$ cat config.mk
export PLATFORM = sky130hd
export DESIGN_NAME = command_frame_deframer_crc32
export DESIGN_NICKNAME = d
export VERILOG_FILES = /design/src/rtl/cfdcrc_pkg.sv /design/src/rtl/cfdcrc_parser.sv /design/src/rtl/command_frame_deframer_crc32.sv
export VERILOG_INCLUDE_DIRS = /design/src /design/src/rtl
export SDC_FILE = /design/constraint.sdc
export NUM_CORES = 1
export LEC_CHECK = 0
export BUFFER_PORTS_ARGS = -buffer_cell sky130_fd_sc_hd__buf_4
export CAP_MARGIN = 20
export CELL_PAD_IN_SITES_DETAIL_PLACEMENT = 0
export CELL_PAD_IN_SITES_GLOBAL_PLACEMENT = 1
export CORE_MARGIN = 2
export CORE_UTILIZATION = 41
export CTS_CLUSTER_SIZE = 40
export DETAILED_ROUTE_END_ITERATION = 16
export PLACE_DENSITY = 0.76
export SYNTH_ARGS = -nofsm -noshare
export SYNTH_HDL_FRONTEND = slang
export SYNTH_SLANG_ARGS = --single-unit
$ cat constraint.sdc
create_clock -name clk -period 19.95 [get_ports clk]
set_clock_uncertainty 0.15 [all_clocks]
set_input_delay 3.99 -clock clk [delete_from_list [all_inputs] [get_ports clk]]
set_output_delay 3.99 -clock clk [all_outputs]
set_load 0.02 [all_outputs]
$ cat src/rtl/command_frame_deframer_crc32_assert.svh
// Assertion macros shared by the deframer RTL files.
`ifndef COMMAND_FRAME_DEFRAMER_CRC32_ASSERT_SVH
`define COMMAND_FRAME_DEFRAMER_CRC32_ASSERT_SVH

// Same-cycle implication, disabled while reset is high.
`define CFD_ASSERT_NOW(label, clk, rst, ante, cons) \
  label: assert property (@(posedge clk) disable iff (rst) (ante) |-> (cons)) \
    else $error("deframer check failed");

// Next-cycle implication, disabled while reset is high.
`define CFD_ASSERT_NEXT(label, clk, rst, ante, cons) \
  label: assert property (@(posedge clk) disable iff (rst) (ante) |=> (cons)) \
    else $error("deframer check failed");

`endif

$ cat src/rtl/cfdcrc_pkg.sv
// Shared types, constants and the CRC-32 byte update for the frame deframer.
package cfdcrc_pkg;

  localparam int unsigned DEF_MAX_PAYLOAD = 4096;

  localparam int unsigned BYTE_W = 8;
  localparam int unsigned WORD_W = 32;
  localparam int unsigned PIDX_W = 12;
  localparam int unsigned PIPE_W = 48;
  localparam int unsigned STAT_W = 3;
  localparam int unsigned ADDR_W = 3;

  localparam logic [WORD_W-1:0] CRC_INIT = 32'hFFFF_FFFF;
  localparam logic [WORD_W-1:0] CRC_POLY = 32'hEDB8_8320;
  localparam logic [WORD_W-1:0] CRC_XOUT = 32'hFFFF_FFFF;

  // Frame end status codes
  localparam logic [STAT_W-1:0] ST_OK        = 3'd0;
  localparam logic [STAT_W-1:0] ST_BAD_START = 3'd1;
  localparam logic [STAT_W-1:0] ST_TOO_LARGE = 3'd2;
  localparam logic [STAT_W-1:0] ST_TRUNC     = 3'd3;
  localparam logic [STAT_W-1:0] ST_CRC_BAD   = 3'd4;

  // Result kinds
  localparam logic KIND_PAYLOAD   = 1'b0;
  localparam logic KIND_FRAME_END = 1'b1;

  // Register word index
  localparam logic REG_START_CODE = 1'b0;

  typedef struct packed {
    logic                kind;
    logic [BYTE_W-1:0]   payload_byte;
    logic [PIDX_W-1:0]   payload_index;
    logic [STAT_W-1:0]   status;
    logic [BYTE_W-1:0]   version;
    logic [15:0]         command_id;
    logic [PIPE_W-1:0]   pipe_id;
    logic [BYTE_W-1:0]   sequence_number;
    logic [WORD_W-1:0]   data_size;
    logic [WORD_W-1:0]   received_crc;
    logic [WORD_W-1:0]   computed_crc;
  } res_t;

  // Reflected CRC-32, one byte, LSB first.
  function automatic logic [WORD_W-1:0] crc32_byte(input logic [WORD_W-1:0] crc,
                                                   input logic [BYTE_W-1:0] b);
    logic [WORD_W-1:0] c;
    c = crc ^ {24'd0, b};
    for (int i = 0; i < 8; i++) begin
      c = c[0] ? ((c >> 1) ^ CRC_POLY) : (c >> 1);
    end
    return c;
  endfunction

endpackage

$ cat src/rtl/cfdcrc_parser.sv
// Frame parser: header capture, payload count, running CRC and frame status.
`include "command_frame_deframer_crc32_assert.svh"

module cfdcrc_parser #(
  parameter int unsigned MAX_PAYLOAD = cfdcrc_pkg::DEF_MAX_PAYLOAD
) (
  input  logic                         clk,
  input  logic                         rst,
  input  logic                         advance,
  input  logic [cfdcrc_pkg::BYTE_W-1:0] in_byte,
  input  logic                         buffer_end,
  input  logic [cfdcrc_pkg::WORD_W-1:0] start_code,
  output logic                         res_valid,
  output cfdcrc_pkg::res_t             res
);

  localparam int unsigned CNT_W = (MAX_PAYLOAD < 2) ? 1 : $clog2(MAX_PAYLOAD + 1);

  typedef enum logic [7:0] {
    PH_START = 8'b0000_0001,
    PH_VER   = 8'b0000_0010,
    PH_CMD   = 8'b0000_0100,
    PH_PIPE  = 8'b0000_1000,
    PH_SEQ   = 8'b0001_0000,
    PH_SIZE  = 8'b0010_0000,
    PH_DATA  = 8'b0100_0000,
    PH_CRC   = 8'b1000_0000
  } phase_t;

  phase_t                          phase, phase_next;
  logic                            discarding, discarding_next;
  logic [2:0]                      hdr_cnt, hdr_cnt_next;
  logic [CNT_W-1:0]                pay_cnt, pay_cnt_next;
  logic [CNT_W-1:0]                pay_inc;
  logic [cfdcrc_pkg::BYTE_W-1:0]   hdr_version, hdr_version_next;
  logic [15:0]                     hdr_command, hdr_command_next;
  logic [cfdcrc_pkg::PIPE_W-1:0]   hdr_pipe, hdr_pipe_next;
  logic [cfdcrc_pkg::BYTE_W-1:0]   hdr_sequence, hdr_sequence_next;
  logic [cfdcrc_pkg::WORD_W-1:0]   hdr_size, hdr_size_next;
  logic [cfdcrc_pkg::WORD_W-1:0]   crc_running, crc_running_next;
  logic [cfdcrc_pkg::WORD_W-1:0]   crc_field, crc_field_next;
  logic [cfdcrc_pkg::WORD_W-1:0]   start_match, start_match_next;
  logic [cfdcrc_pkg::WORD_W-1:0]   crc_upd;
  logic                            have_status;
  logic [cfdcrc_pkg::STAT_W-1:0]   status;
  logic                            have_payload;
  logic                            clear;

  assign crc_upd = cfdcrc_pkg::crc32_byte(crc_running, in_byte);
  assign pay_inc = pay_cnt + CNT_W'(1);

  always_comb begin
    phase_next        = phase;
    discarding_next   = discarding;
    hdr_cnt_next      = hdr_cnt;
    pay_cnt_next      = pay_cnt;
    hdr_version_next  = hdr_version;
    hdr_command_next  = hdr_command;
    hdr_pipe_next     = hdr_pipe;
    hdr_sequence_next = hdr_sequence;
    hdr_size_next     = hdr_size;
    crc_running_next  = crc_running;
    crc_field_next    = crc_field;
    start_match_next  = start_match;
    have_status       = 1'b0;
    status            = cfdcrc_pkg::ST_OK;
    have_payload      = 1'b0;
    clear             = 1'b0;

    if (discarding) begin
      clear = buffer_end;
    end else begin
      unique case (phase)
        PH_START: begin
          start_match_next[8*hdr_cnt[1:0] +: 8] = start_match[8*hdr_cnt[1:0] +: 8] | in_byte;
          crc_running_next = crc_upd;
          hdr_cnt_next     = hdr_cnt + 3'd1;
          if (hdr_cnt == 3'd3) begin
            if (start_match_next != start_code) begin
              have_status = 1'b1;
              status      = cfdcrc_pkg::ST_BAD_START;
            end else begin
              phase_next   = PH_VER;
              hdr_cnt_next = 3'd0;
            end
          end
        end
        PH_VER: begin
          hdr_version_next = in_byte;
          crc_running_next = crc_upd;
          phase_next       = PH_CMD;
          hdr_cnt_next     = 3'd0;
        end
        PH_CMD: begin
          hdr_command_next[8*hdr_cnt[0] +: 8] = hdr_command[8*hdr_cnt[0] +: 8] | in_byte;
          crc_running_next = crc_upd;
          hdr_cnt_next     = hdr_cnt + 3'd1;
          if (hdr_cnt == 3'd1) begin
            phase_next   = PH_PIPE;
            hdr_cnt_next = 3'd0;
          end
        end
        PH_PIPE: begin
          hdr_pipe_next[8*hdr_cnt +: 8] = hdr_pipe[8*hdr_cnt +: 8] | in_byte;
          crc_running_next = crc_upd;
          hdr_cnt_next     = hdr_cnt + 3'd1;
          if (hdr_cnt == 3'd5) begin
            phase_next   = PH_SEQ;
            hdr_cnt_next = 3'd0;
          end
        end
        PH_SEQ: begin
          hdr_sequence_next = in_byte;
          crc_running_next  = crc_upd;
          phase_next        = PH_SIZE;
          hdr_cnt_next      = 3'd0;
        end
        PH_SIZE: begin
          hdr_size_next[8*hdr_cnt[1:0] +: 8] = hdr_size[8*hdr_cnt[1:0] +: 8] | in_byte;
          crc_running_next = crc_upd;
          hdr_cnt_next     = hdr_cnt + 3'd1;
          if (hdr_cnt == 3'd3) begin
            hdr_cnt_next = 3'd0;
            if (hdr_size_next > cfdcrc_pkg::WORD_W'(MAX_PAYLOAD)) begin
              have_status = 1'b1;
              status      = cfdcrc_pkg::ST_TOO_LARGE;
            end else if (hdr_size_next == '0) begin
              phase_next = PH_CRC;
            end else begin
              phase_next = PH_DATA;
            end
          end
        end
        PH_DATA: begin
          crc_running_next = crc_upd;
          have_payload     = 1'b1;
          pay_cnt_next     = pay_inc;
          // size is at most MAX_PAYLOAD here, so its low bits hold it whole
          if (pay_inc == hdr_size[CNT_W-1:0]) begin
            phase_next   = PH_CRC;
            hdr_cnt_next = 3'd0;
          end
        end
        PH_CRC: begin
          crc_field_next[8*hdr_cnt[1:0] +: 8] = crc_field[8*hdr_cnt[1:0] +: 8] | in_byte;
          hdr_cnt_next = hdr_cnt + 3'd1;
          if (hdr_cnt == 3'd3) begin
            have_status = 1'b1;
            status = (crc_field_next == (crc_running ^ cfdcrc_pkg::CRC_XOUT)) ?
                     cfdcrc_pkg::ST_OK : cfdcrc_pkg::ST_CRC_BAD;
          end
        end
        default: begin
          phase_next = PH_START;
        end
      endcase

      if (!have_status && buffer_end) begin
        have_status = 1'b1;
        status      = cfdcrc_pkg::ST_TRUNC;
      end

      if (have_status) begin
        clear           = buffer_end;
        discarding_next = !buffer_end;
      end
    end
  end

  // Build the result word from the updated fields.
  always_comb begin
    res       = '0;
    res_valid = !discarding && (have_status || have_payload);
    if (have_status) begin
      res.kind            = cfdcrc_pkg::KIND_FRAME_END;
      res.status          = status;
      res.version         = hdr_version_next;
      res.command_id      = hdr_command_next;
      res.pipe_id         = hdr_pipe_next;
      res.sequence_number = hdr_sequence_next;
      res.data_size       = hdr_size_next;
      res.received_crc    = crc_field_next;
      res.computed_crc    = crc_running_next ^ cfdcrc_pkg::CRC_XOUT;
    end else begin
      res.kind          = cfdcrc_pkg::KIND_PAYLOAD;
      res.payload_byte  = in_byte;
      res.payload_index = cfdcrc_pkg::PIDX_W'(pay_cnt);
    end
  end

  always_ff @(posedge clk) begin
    if (rst) begin
      phase        <= PH_START;
      discarding   <= 1'b0;
      hdr_cnt      <= '0;
      pay_cnt      <= '0;
      hdr_version  <= '0;
      hdr_command  <= '0;
      hdr_pipe     <= '0;
      hdr_sequence <= '0;
      hdr_size     <= '0;
      crc_running  <= cfdcrc_pkg::CRC_INIT;
      crc_field    <= '0;
      start_match  <= '0;
    end else if (advance) begin
      if (clear) begin
        phase        <= PH_START;
        discarding   <= 1'b0;
        hdr_cnt      <= '0;
        pay_cnt      <= '0;
        hdr_version  <= '0;
        hdr_command  <= '0;
        hdr_pipe     <= '0;
        hdr_sequence <= '0;
        hdr_size     <= '0;
        crc_running  <= cfdcrc_pkg::CRC_INIT;
        crc_field    <= '0;
        start_match  <= '0;
      end else begin
        phase        <= phase_next;
        discarding   <= discarding_next;
        hdr_cnt      <= hdr_cnt_next;
        pay_cnt      <= pay_cnt_next;
        hdr_version  <= hdr_version_next;
        hdr_command  <= hdr_command_next;
        hdr_pipe     <= hdr_pipe_next;
        hdr_sequence <= hdr_sequence_next;
        hdr_size     <= hdr_size_next;
        crc_running  <= crc_running_next;
        crc_field    <= crc_field_next;
        start_match  <= start_match_next;
      end
    end
  end

  `CFD_ASSERT_NEXT(a_end_clears, clk, rst, advance && buffer_end,
                   phase == PH_START && !discarding && crc_running == cfdcrc_pkg::CRC_INIT)
  `CFD_ASSERT_NEXT(a_frame_end_discards, clk, rst,
                   advance && res_valid && res.kind == cfdcrc_pkg::KIND_FRAME_END && !buffer_end,
                   discarding)
  `CFD_ASSERT_NOW(a_quiet_when_discarding, clk, rst, discarding, !res_valid)

endmodule

$ cat src/rtl/command_frame_deframer_crc32.sv
// Top level of the command frame deframer with CRC-32 check.
//
// Takes a received buffer one byte word per cycle (in_valid/in_stall) with
// buffer_end on the last byte, and parses frames of the form: 4-byte start
// code, version, 16-bit command, 6-byte pipe id, sequence, 32-bit payload
// size, payload, CRC-32 (all little endian). Every payload byte is handed on
// as a kind=0 word with its index (modulo 4096); each frame gives one kind=1
// word with the header fields and a status (ok, bad start, size too large,
// truncated, CRC mismatch; the first failure in byte order wins). The CRC is
// the reflected CRC-32 over all bytes before the CRC field. Bytes after a
// frame end are dropped until buffer_end. Rate: one byte word per cycle
// while in_stall is low; the path from the parser state registers to the
// result register is the byte-wide CRC update plus field capture. in_stall
// rises only while the result register holds a word that the output side
// is stalling. The user must write start_code over the APB-style port at
// byte address 0 while the block is idle; the block does not enforce it.
`include "command_frame_deframer_crc32_assert.svh"

module command_frame_deframer_crc32 #(
  parameter int unsigned MAX_PAYLOAD = cfdcrc_pkg::DEF_MAX_PAYLOAD
) (
  input  logic                           clk,
  input  logic                           rst,
  // byte input
  input  logic                           in_valid,
  output logic                           in_stall,
  input  logic [cfdcrc_pkg::BYTE_W-1:0]  in_byte,
  input  logic                           buffer_end,
  // result output
  output logic                           out_valid,
  input  logic                           out_stall,
  output logic                           kind,
  output logic [cfdcrc_pkg::BYTE_W-1:0]  payload_byte,
  output logic [cfdcrc_pkg::PIDX_W-1:0]  payload_index,
  output logic [cfdcrc_pkg::STAT_W-1:0]  status,
  output logic [cfdcrc_pkg::BYTE_W-1:0]  version,
  output logic [15:0]                    command_id,
  output logic [cfdcrc_pkg::PIPE_W-1:0]  pipe_id,
  output logic [cfdcrc_pkg::BYTE_W-1:0]  sequence_number,
  output logic [cfdcrc_pkg::WORD_W-1:0]  data_size,
  output logic [cfdcrc_pkg::WORD_W-1:0]  received_crc,
  output logic [cfdcrc_pkg::WORD_W-1:0]  computed_crc,
  // configuration port
  input  logic                           psel,
  input  logic                           penable,
  input  logic                           pwrite,
  input  logic [cfdcrc_pkg::ADDR_W-1:0]  paddr,
  input  logic [cfdcrc_pkg::WORD_W-1:0]  pwdata,
  output logic [cfdcrc_pkg::WORD_W-1:0]  prdata,
  output logic                           pready
);

  logic [cfdcrc_pkg::WORD_W-1:0] start_code;
  logic                          cfg_wr;
  logic                          accept;
  logic                          res_valid;
  cfdcrc_pkg::res_t              res_comb;
  cfdcrc_pkg::res_t              res_q;

  // Configuration: one word register, no wait states.
  assign pready = 1'b1;
  assign cfg_wr = psel && penable && pwrite && pready;
  assign prdata = (paddr[2] == cfdcrc_pkg::REG_START_CODE) ? start_code : '0;

  always_ff @(posedge clk) begin
    if (rst) begin
      start_code <= '0;
    end else if (cfg_wr && paddr[2] == cfdcrc_pkg::REG_START_CODE) begin
      start_code <= pwdata;
    end
  end

  // Take a byte whenever the result register is empty or draining.
  assign in_stall = out_valid && out_stall;
  assign accept   = in_valid && !in_stall;

  cfdcrc_parser #(
    .MAX_PAYLOAD (MAX_PAYLOAD)
  ) u_parser (
    .clk        (clk),
    .rst        (rst),
    .advance    (accept),
    .in_byte    (in_byte),
    .buffer_end (buffer_end),
    .start_code (start_code),
    .res_valid  (res_valid),
    .res        (res_comb)
  );

  // Result register: load on a producing byte, drop when taken, hold when stalled.
  always_ff @(posedge clk) begin
    if (rst) begin
      out_valid <= 1'b0;
    end else if (!in_stall) begin
      out_valid <= accept && res_valid;
    end
  end

  always_ff @(posedge clk) begin
    if (accept && res_valid) begin
      res_q <= res_comb;
    end
  end

  assign kind            = res_q.kind;
  assign payload_byte    = res_q.payload_byte;
  assign payload_index   = res_q.payload_index;
  assign status          = res_q.status;
  assign version         = res_q.version;
  assign command_id      = res_q.command_id;
  assign pipe_id         = res_q.pipe_id;
  assign sequence_number = res_q.sequence_number;
  assign data_size       = res_q.data_size;
  assign received_crc    = res_q.received_crc;
  assign computed_crc    = res_q.computed_crc;

  `CFD_ASSERT_NEXT(a_result_holds, clk, rst, out_valid && out_stall, out_valid && $stable(res_q))
  `CFD_ASSERT_NOW(a_status_range, clk, rst, out_valid && kind == cfdcrc_pkg::KIND_FRAME_END,
                  status <= cfdcrc_pkg::ST_CRC_BAD)
  `CFD_ASSERT_NOW(a_payload_clean, clk, rst, out_valid && kind == cfdcrc_pkg::KIND_PAYLOAD,
                  status == cfdcrc_pkg::ST_OK && data_size == '0 && computed_crc == '0)

endmodule

# [Yosys cells after proc, flatten, opt, wreduce, memory -nomap -nowiden]
# Cells that the tools add are included.
[classes] n_addsub=5 order_cmp=1 n_eq_ne=23 shift=13 mux=87 n_bitwise=18 n_reduce_logical=25
[op_table] cell="32-bit 2-to-1 mux" n=21
[op_table] cell="48-bit 2-to-1 mux" n=3
[op_table] cell="8-bit 2-to-1 mux" n=16
[op_table] cell="13-bit NOT with 14-bit output" n=8
[op_table] cell="8-bit by 34-bit indexed part select with 32-bit output" n=3
[op_table] cell="32-bit bitwise mux" n=3
[op_table] cell="32-bit by 6-bit indexed part select with 8-bit output" n=3
[op_table] cell="32-bit NOT" n=2
[op_table] cell="8-bit case mux with 8 select lines" n=1
[op_table] cell="48-bit bitwise mux" n=1
[op_table] cell="16-bit 2-to-1 mux" n=3
[op_table] cell="8-bit by 34-bit variable shift with 48-bit output (first input constant)" n=1
[op_table] cell="48-bit by 7-bit indexed part select with 8-bit output" n=1
[op_table] cell="8-bit by 34-bit indexed part select with 48-bit output" n=1
[op_table] cell="8-bit bitwise OR" n=5
[op_table] cell="13-bit 2-to-1 mux" n=3
[op_table] cell="3-bit 2-to-1 mux" n=12
[op_table] cell="4-bit negation with 34-bit output" n=1
[op_table] cell="5-bit negation with 34-bit output" n=1
[op_table] cell="6-bit negation with 34-bit output" n=1
[op_table] cell="8-bit by 34-bit variable shift with 16-bit output (first input constant)" n=1
[op_table] cell="8-bit by 34-bit variable shift with 32-bit output (first input constant)" n=1
[op_table] cell="8-bit by 34-bit indexed part select with 16-bit output" n=1
[op_table] cell="32-bit equality test" n=1
[op_table] cell="other kinds (41)" n=78
[word_totals] register_bits=466 in_bits=51 output_inout_bits=235 elab_cells=198

# [Longest topological paths before layout]
# Gate-level depths: netlist (run 1).
[logic_depth] depth_word=20 depth_mapped=17 ltp_nobuf=11

# [Modules after synthesis]
# From an unflattened synthesis (run 1), not the netlist that was laid out.
[hier_totals] hier_cells=2492 area_unflattened_um2=23518.8
[by_module_without_submodules] module="cfdcrc_parser" n_inst=1 cells_per_inst=2108 area_per_inst_um2=15770.1 seq_area_each_um2=4664.5
[by_module_without_submodules] module="command_frame_deframer_crc32" n_inst=1 cells_per_inst=384 area_per_inst_um2=7748.7 seq_area_each_um2=6666.4

# [Worst setup path before layout (run 1)]
# No wires, ideal clock.
[synth_timing] path_kind="input-to-reg" startpoint="in in_byte[7] in the netlist's numbering" endpoint="reg res_q (netlist bit command_id[0]) (enable)" arrival_ns=19.462 path_slack_ns=-0.717 cell_stages=10 cell_sequence="clkbuf_1 nand2b_1 a21oi_1 or3_1 o221ai_1 or4_1 nor4_2 a21oi_2 o22ai_1 a211oi_1"
[synth_between] elab_chain_cells=16
[synth_rtl] item="from (decl)" line_no="command_frame_deframer_crc32.sv:27" rtl="input logic [cfdcrc_pkg::BYTE_W-1:0] in_byte,"
[synth_rtl] item="8-bit bitwise OR (on tied branches)" line_no="cfdcrc_parser.sv:119, cfdcrc_parser.sv:75"
[synth_rtl] item="8-bit by 34-bit indexed part select with 32-bit output (on tied branches)" line_no="cfdcrc_parser.sv:119, cfdcrc_parser.sv:75"
[synth_rtl] item="32-bit bitwise mux (on tied branches)" line_no="cfdcrc_parser.sv:119, cfdcrc_parser.sv:75"
[synth_rtl] item="32-bit by 13-bit greater-than comparator with 1-bit output or 32-bit inequality test (tied branches)" line_no="cfdcrc_parser.sv:124, cfdcrc_parser.sv:79"
[synth_rtl] item="1-bit 2-to-1 mux (on tied branches)" line_no="cfdcrc_parser.sv:124, cfdcrc_parser.sv:79"
[synth_rtl] item="1-bit 2-to-1 mux (on tied branches)" line_no="cfdcrc_parser.sv:122, cfdcrc_parser.sv:78"
[synth_rtl] item="1-bit case mux with 3 select lines (*)" line_no="cfdcrc_parser.sv:73" rtl="unique case (phase)"
[synth_rtl] item="1-bit 2-to-1 mux (*)" line_no="cfdcrc_parser.sv:70" rtl="if (discarding) begin"
[synth_rtl] item="1-bit logical NOT" line_no="cfdcrc_parser.sv:158" rtl="if (!have_status && buffer_end) begin"
[synth_rtl] item="1-bit logical AND" line_no="cfdcrc_parser.sv:158"
[synth_rtl] item="1-bit 2-to-1 mux (*)" line_no="cfdcrc_parser.sv:158"
[synth_rtl] item="1-bit 2-to-1 mux (*) (2 in series)" line_no="cfdcrc_parser.sv:70"
[synth_rtl] item="1-bit logical OR (*)" line_no="cfdcrc_parser.sv:173" rtl="res_valid = !discarding && (have_status || have_payload);"
[synth_rtl] item="1-bit logical AND (*)" line_no="cfdcrc_parser.sv:173"
[synth_rtl] item="1-bit logical AND (*)" line_no="command_frame_deframer_crc32.sv:100" rtl="if (accept && res_valid) begin"
[synth_rtl] item="to (signal assigned)" line_no="command_frame_deframer_crc32.sv:101" rtl="res_q <= res_comb;"
[synth_rtl] item="to (decl)" line_no="command_frame_deframer_crc32.sv:58" rtl="cfdcrc_pkg::res_t res_q;"
# Every way passes the cells marked *; elsewhere a longest branch is shown, timed or not. The select of a mux whose other input is x is not followed.
# A chain may end at the register's enable or synchronous reset.

# [Final worst setup path (run 1)]
[layout_timing] startpoint="in in_byte[5] in the netlist's numbering" endpoint="reg res_q (netlist bit computed_crc[14]) (data pin)"
[layout_between] elab_chain_cells=13
[layout_rtl] item="8-bit bitwise OR (on tied branches)" line_no="cfdcrc_parser.sv:119, cfdcrc_parser.sv:75"
[layout_rtl] item="8-bit by 34-bit indexed part select with 32-bit output (on tied branches)" line_no="cfdcrc_parser.sv:119, cfdcrc_parser.sv:75"
[layout_rtl] item="32-bit bitwise mux (on tied branches)" line_no="cfdcrc_parser.sv:119, cfdcrc_parser.sv:75"
[layout_rtl] item="32-bit by 13-bit greater-than comparator with 1-bit output or 32-bit inequality test (tied branches)" line_no="cfdcrc_parser.sv:124, cfdcrc_parser.sv:79"
[layout_rtl] item="1-bit 2-to-1 mux (on tied branches)" line_no="cfdcrc_parser.sv:124, cfdcrc_parser.sv:79"
[layout_rtl] item="1-bit 2-to-1 mux (on tied branches)" line_no="cfdcrc_parser.sv:122, cfdcrc_parser.sv:78"
[layout_rtl] item="1-bit case mux with 3 select lines (*)" line_no="cfdcrc_parser.sv:73"
[layout_rtl] item="1-bit 2-to-1 mux (*)" line_no="cfdcrc_parser.sv:70"
[layout_rtl] item="1-bit logical NOT" line_no="cfdcrc_parser.sv:158"
[layout_rtl] item="1-bit logical AND" line_no="cfdcrc_parser.sv:158"
[layout_rtl] item="1-bit 2-to-1 mux (*)" line_no="cfdcrc_parser.sv:158"
[layout_rtl] item="1-bit 2-to-1 mux (*) (2 in series)" line_no="cfdcrc_parser.sv:70"
# Marked as above.

==> results of run 1 <==
## metrics by stage
step,std cells,setup WS [ps],total power [W]
3_5_place_dp,3388,10580,0.00151
5_1_grt,3486,10880,0.00256
4_1_cts,3481,11200,0.00249
3_3_place_gp,3386,10620,0.00150
6_report,3486,11150,0.00247
2_1_floorplan,2496,5700,0.00138
## worst register-to-register path, stage by stage (launching register included)
cell and delay (ps):
dfxtp_4 830, clkinv_1 630, ha_1 770, nand4b_2 890, a21oi_1 480, a21oi_1 130
xnor2_1 180, or4_1 520, nor4_2 620, a21oi_2 220, o221ai_4 590, buf_4 720
buf_4 900, a211oi_1 320
## metal layers
layer | part of all wire (%) | wire (microns) | up-vias
met2 | 47 | 35600 | 795
met1 | 43 | 32900 | 9699
li1 | - | - | 9308
met3 | 7.2 | 5500 | 134
met4 | 2.8 | 2110 | 2
met5 | 0.013 | 10 | -
## Yosys cell counts (57+ instances only)
cell type	instances	area (sq um)
a21oi_1	251	1260
a22oi_1	97	728
and2_1	57	357
clkbuf_1	122	458
dfxtp_1	266	5330
edfxtp_1	200	6010
mux2i_1	69	691
nand2_1	177	664
nor2_1	455	1710
o22ai_1	60	375
xnor2_1	86	753
xor2_1	59	517
## state kept, by name (all words and copies together), names as in the netlist, 3 cells and up
signal	cells
u_parser.hdr_cnt	3
received_crc	32
u_parser.crc_field	32
start_code	32
computed_crc	32
u_parser.start_match	32
u_parser.hdr_pipe	48
pipe_id	48
payload_byte	8
payload_index	12
u_parser.phase	8
u_parser.crc_running	32
u_parser.hdr_version	8
u_parser.hdr_sequence	8
u_parser.hdr_size	32
data_size	32
status	3
version	8
command_id	16
u_parser.pay_cnt	13
u_parser.hdr_command	16
sequence_number	8
## power by group
| part | internal (W) | switching (W) | total (W) |
|---|---|---|---|
| registers | 0.00104 | 0.0000329 | 0.00107 |
| logic | 0.000153 | 0.000262 | 0.000415 |
| clock network | 0.000572 | 0.000411 | 0.000983 |
## layout make-up
cell class | count | area share (%)
sequential | 466 | 41.1
multi-input combinational | 1800 | 39.6
timing repair buffer | 318 | 8.92
clock buffer | 56 | 4.80
tap | 756 | 3.43
clock inverter | 37 | 1.46
inverter | 53 | 0.721
## cell families after synthesis
| logic type | synth area share (%) |
|---|---|
| xor gates and xnor gates | 5.62 |
| buffers and inverters | 4.20 |
| other | 0.0162 |
| DFF | 48.9 |
| AOI/OAI and AO/OA | 17.3 |
| muxes | 5.12 |
| and+or+nand+nor | 18.3 |
| adders and majority gates | 0.540 |
## worst min path at each step
stage | end | slack [ps] | cells after the start
final | start_code[21] | 300 | 2
after floorplan | start_code[21] | 290 | 2
after CTS | start_code[21] | 310 | 2
after global placement | u_parser.hdr_command[12] | 300 | 2
after global routing | u_parser.start_match[23] | 340 | 2
after detailed placement | start_code[21] | 300 | 2
==> impl_metrics.tcl, run 1 <==
set metrics [dict create \
    vias 19900 \
    synth_cells 2496 \
    drt_pass1_iterations 7 \
    cp-endpoint "computed_crc[14]" \
    setup_tns_ps 0 \
    cp.buffers_inverters 3 \
    setup_viol 0 \
    antenna_cells 0 \
    grt_util_met3_pct 4.51 \
    cts_tree "built" \
    final_cell_mix "454 x nor2_1, 312 x buf_4, 264 x dfxtp_1, 251 x a21oi_1, 200 x edfxtp_1" \
    wl_per_cell_microns 21.8 \
    clk_latency_ps 600 \
    clockRootBuffer "clkbuf_16" \
    timing.hold.ws_ps 304 \
    grt_pass1_vias 19100 \
    clk_path_buf_depth 3 \
    crit_cells 12 \
    initial_core_util_pct 41.3 \
    use_met2_pct 40.9 \
    cp_top_family "buffers and inverters" \
    drcViolationCount 0 \
    h-tree-depth 2 \
    crit_arrival_ps 8920 \
    cts_buffers 50 \
    port_buffers 282 \
    cts_hold_buf 0 \
    path_cells "buf_4 > nand2b_1 > a21oi_1 > a21oi_1 > o221ai_1 > or4_1 > nor4_2 > a21oi_2 > o221ai_4 > buf_4 > buf_4 > a211oi_1" \
    max_slew_margin_pct 26.4 \
    end_kind "register" \
    final.min_clock_period_ps 8800 \
    min_from "start_code[21]" \
    status "complete, no violations" \
    drtIter0Drc 1772 \
    dieArea_sq_mm 0.0585 \
    cts.sinks 466 \
    fin_util_pct 49.1 \
    worstPathRequired_ps 20070 \
    grt_usage_pct 25.1 \
    place_congestion 0.904 \
    antenna_found_initial 2 \
    post_cts_buffers 0 \
    fmax_ghz 0.114 \
    wl_microns 76100 \
    rsz0062_at_grt "false" \
    ff2ff_setup_slack_ps 11670 \
    synth_nets 2557 \
    worstSetupStartpoint "in_byte[5]" \
    grt_start_max_net_pins 105 \
    ys_async_sr_fraction_pct 0 \
    fin_area_sq_mm 0.0276 \
    area_growth_pct 19.0 \
    cp_common_cell "buf_4" \
    hold_violations 0 \
    period_share_pct 44.1 \
    worst_path_max_delay_cell "buf_4" \
    via_per_inst 5.72 \
    multi_input_area_sq_mm 0.0109 \
    path_clk_slew_ps 60 \
    die_w_microns 242 \
    reg2reg_to "computed_crc[14]" \
    core_area_sq_mm 0.0562 \
    ant_nets 0 \
    worst_pin_slew_ps 1100 \
    post_cts_resized 0 \
    crit_type "in -> reg" \
    synth_cell_type_count 80 \
    avgSynthCellArea_sq_um 9.29 \
    layout-drive-gt1-share_pct 17.0 \
    grt_pass1_wl_microns 116000 \
    r2r-start "u_parser.hdr_cnt[1]" \
    placed_area_sq_mm 0.0258 \
    gr-max-usage-layer "met2" \
    ys_ff_latch 466 \
    drv_slew 0 \
    nets 2750 \
    synth_edf_count 200 \
    fillers 5341 \
    crit_path_start_kind "input pin" \
    cp_max_fo 98 \
    seq_area_sq_mm 0.0113 \
    slowest_delay_ps 870 \
    yosysSeqAreaShare_pct 48.9 \
    maxCapViolations 0 \
    fp-row-count 87 \
    overflow 0 \
    pwr_density_cell_mw_per_mm2 89.6 \
    hp-class "reg -> reg" \
    die_h_microns 242 \
    pin_count 286 \
    ys_warn_count 0 \
    leakage_nw 10.1 \
    synth_flop_cell "dfxtp_1" \
    reg2regPathDepth 13 \
    dp_hpwl_microns 51700 \
    gr-usage-met1_pct 34.1 \
    syn_area_sq_mm 0.0232 \
    vdd_ir_drop_max_mv 0.0618 \
    final_common_cell "nor2_1" \
]
No activity file was read; power rests on OpenSTA's default activity.
==> run 2, diff against run 1 <==
- ABC_AREA: unset -> 1
- CORE_UTILIZATION: 41 -> 43
- PLACE_DENSITY: 0.76 -> 0.79
- clock period: 19.95 -> 9.18 ns (I/O delays scaled with it)
==> impl_metrics.tcl, run 2 <==
set metrics [dict create \
    max_slew_margin_pct 30.8 \
    yosysTopAreaCell "edfxtp_1" \
    setup_ws_ps 2610 \
    port_buffers 282 \
    use_met2_pct 42.6 \
    post_cts_resized 0 \
    ys_warn_count 0 \
    worst_path_max_delay_cell "ha_1" \
    drcViolationCount 0 \
    clk_latency_ps 610 \
    cts_hold_buf 0 \
    ant_nets 0 \
    drv_slew 0 \
    maxCapViolations 0 \
    setup_tns_ps 0 \
    synth_edf_count 200 \
    ys_async_sr_fraction_pct 0 \
    final.min_clock_period_ps 6570 \
    final_common_cell "nand2_1" \
    pin_count 286 \
    rsz0062_at_grt "false" \
    path_clk_slew_ps 60 \
    worstPathRequired_ps 9270 \
    die_w_microns 241 \
    fp-row-count 86 \
    cts.sinks 466 \
    antenna_cells 0 \
    crit_arrival_ps 6660 \
    worstSetupStartpoint "u_parser.hdr_cnt[0]" \
    synth_flop_cell "dfxtp_1" \
    core_area_sq_mm 0.0552 \
    reg2reg_to "pipe_id[18]" \
    avgSynthCellArea_sq_um 7.44 \
    cp_max_fo 94 \
    cp-endpoint "pipe_id[18]" \
    wl_per_cell_microns 18.7 \
    cp_common_cell "nand2_1" \
    area_growth_pct 18.2 \
    grt_start_max_net_pins 148 \
    grt_pass1_vias 20900 \
    layout-drive-gt1-share_pct 13.0 \
    finalPower_w 0.00678 \
    yosys-top-cells-count "715 x nand2_1, 502 x nor2_1, 402 x inv_1, 266 x dfxtp_1, 217 x o21ai_0" \
    fin_area_sq_mm 0.0285 \
    worst_pin_slew_ps 1040 \
    end_kind "register" \
    synth_nets 3301 \
    grt_pass1_wl_microns 120000 \
    placed_area_sq_mm 0.0266 \
    clockRootBuffer "clkbuf_16" \
    grt_util_met3_pct 4.13 \
    drt_pass1_iterations 6 \
    die_h_microns 241 \
    initial_core_util_pct 43.7 \
    synth_top_area_share_pct 24.9 \
    hp-class "reg -> reg" \
    cts_tree "built" \
    nets 3481 \
    status "complete, no violations" \
    ff2ff_setup_slack_ps 2610 \
    h-tree-depth 2 \
    clk_path_buf_depth 3 \
    whs_path_depth 2 \
    via_per_inst 5.36 \
    grt_usage_pct 26.5 \
    final_cell_mix "714 x nand2_1, 499 x nor2_1, 399 x inv_1, 306 x buf_4, 265 x dfxtp_1" \
    antenna_found_initial 1 \
    synth_area_leaders "edfxtp_1 25%, dfxtp_1 22%, nand2_1 11%, nor2_1 7.8%, inv_1 6.3%" \
    ys_ff_latch 466 \
    reg2regPathDepth 19 \
    gr-max-usage-layer "met2" \
    yosysSeqAreaShare_pct 47.0 \
    path_cells "inv_2 > ha_1 > inv_2 > nor3_4 > nand3_1 > o21ai_0 > nand2_1 > nand3_1 > nor2_1 > nand2_1 > nor2_1 > nand2_1 > nand2_1 > nand2_1 > nand2_2 > nand2_1 > nand2_1 > inv_8 > buf_4" \
    post_cts_buffers 0 \
    leakage_nw 11.2 \
    crit_path_start_kind "register" \
    hold_violations 0 \
    synth_cell_type_count 48 \
    dp_hpwl_microns 53300 \
    period_share_pct 71.5 \
    slowest_delay_ps 890 \
    drtIter0Drc 1937 \
    cts_buffers 51 \
    overflow 0 \
    fmax_ghz 0.152 \
    synth_cells 3240 \
    fillers 5383 \
    timing.hold.ws_ps 314 \
    wl_microns 78700 \
    yosysMostFrequentCell "nand2_1" \
    crit_type "reg -> reg" \
    syn_area_sq_mm 0.0241 \
    dieArea_sq_mm 0.0579 \
    vdd_ir_drop_max_mv 0.145 \
    pwr_density_cell_mw_per_mm2 238 \
    setup_viol 0 \
    gr-usage-met1_pct 36.4 \
    r2r-start "u_parser.hdr_cnt[0]" \
    vias 22600 \
    pre_cts_slack_ps 2720 \
    place_congestion 0.904 \
]
-- run 2: report_power, final --
group	internal, W	switching [W]
clock	0.00140	0.000893
sequential	0.00233	0.000125
combinational	0.000598	0.00144
total	0.00433	0.00246
-- run 2: worst min path at each step --
stage | startpoint | to | slack, ps
final | u_parser.pay_cnt[10] | u_parser.pay_cnt[10] | 310
after global routing | u_parser.pay_cnt[10] | u_parser.pay_cnt[10] | 330
after CTS | u_parser.hdr_pipe[17] | u_parser.hdr_pipe[17] | 320
after detailed placement | u_parser.hdr_pipe[17] | u_parser.hdr_pipe[17] | 310
after global placement | u_parser.hdr_pipe[2] | u_parser.hdr_pipe[2] | 300
after floorplan | u_parser.hdr_command[0] | u_parser.hdr_command[0] | 290
-- run 2: metrics by stage --
| stage | utilization [%] | std cells |
|---|---|---|
| 3_5_place_dp | 48.2 | 4114 |
| 5_1_grt | 51.6 | 4211 |
| 4_1_cts | 51.6 | 4210 |
| 3_3_place_gp | 48.1 | 4112 |
| 2_1_floorplan | - | 3240 |
| 6_report | 51.6 | 4211 |
-- run 2: cell families after synthesis --
family / share of synthesized area, %
AND/OR/NAND/NOR: 23.9
AO/OA/AOI/OAI: 15.1
buffers and inverters: 10.0
flip-flops: 47.0
XOR/XNOR: 3.38
adder cells (fa/ha/maj): 0.519
other: 0.0156
-- run 2: critical path, delay by kind of cell, from the launching register on --
family                   cells  cell delay, ps
adder cells (fa/ha/maj)      1             890
flip-flops                   1             840
AND/OR/NAND/NOR             13            2070
AO/OA/AOI/OAI                1             280
buffers and inverters        4            1740
-- run 2: final cells by class --
cell class / instances / area, sq um / area share [%]
Clock inverter: 35 / 502 / 1.76
Inverter: 412 / 1560 / 5.47
Sequential cell: 466 / 11300 / 39.8
Multi-Input combinational cell: 2179 / 10400 / 36.5
Timing Repair Buffer: 310 / 2400 / 8.42
Tap cell: 748 / 936 / 3.29
Clock buffer: 61 / 1360 / 4.77
-- run 2: layer usage --
metal	vias up	share of wire, %
met3	124	6.8
met5	-	0.022
met4	2	2.9
met2	862	46
li1	10900	-
met1	10600	44
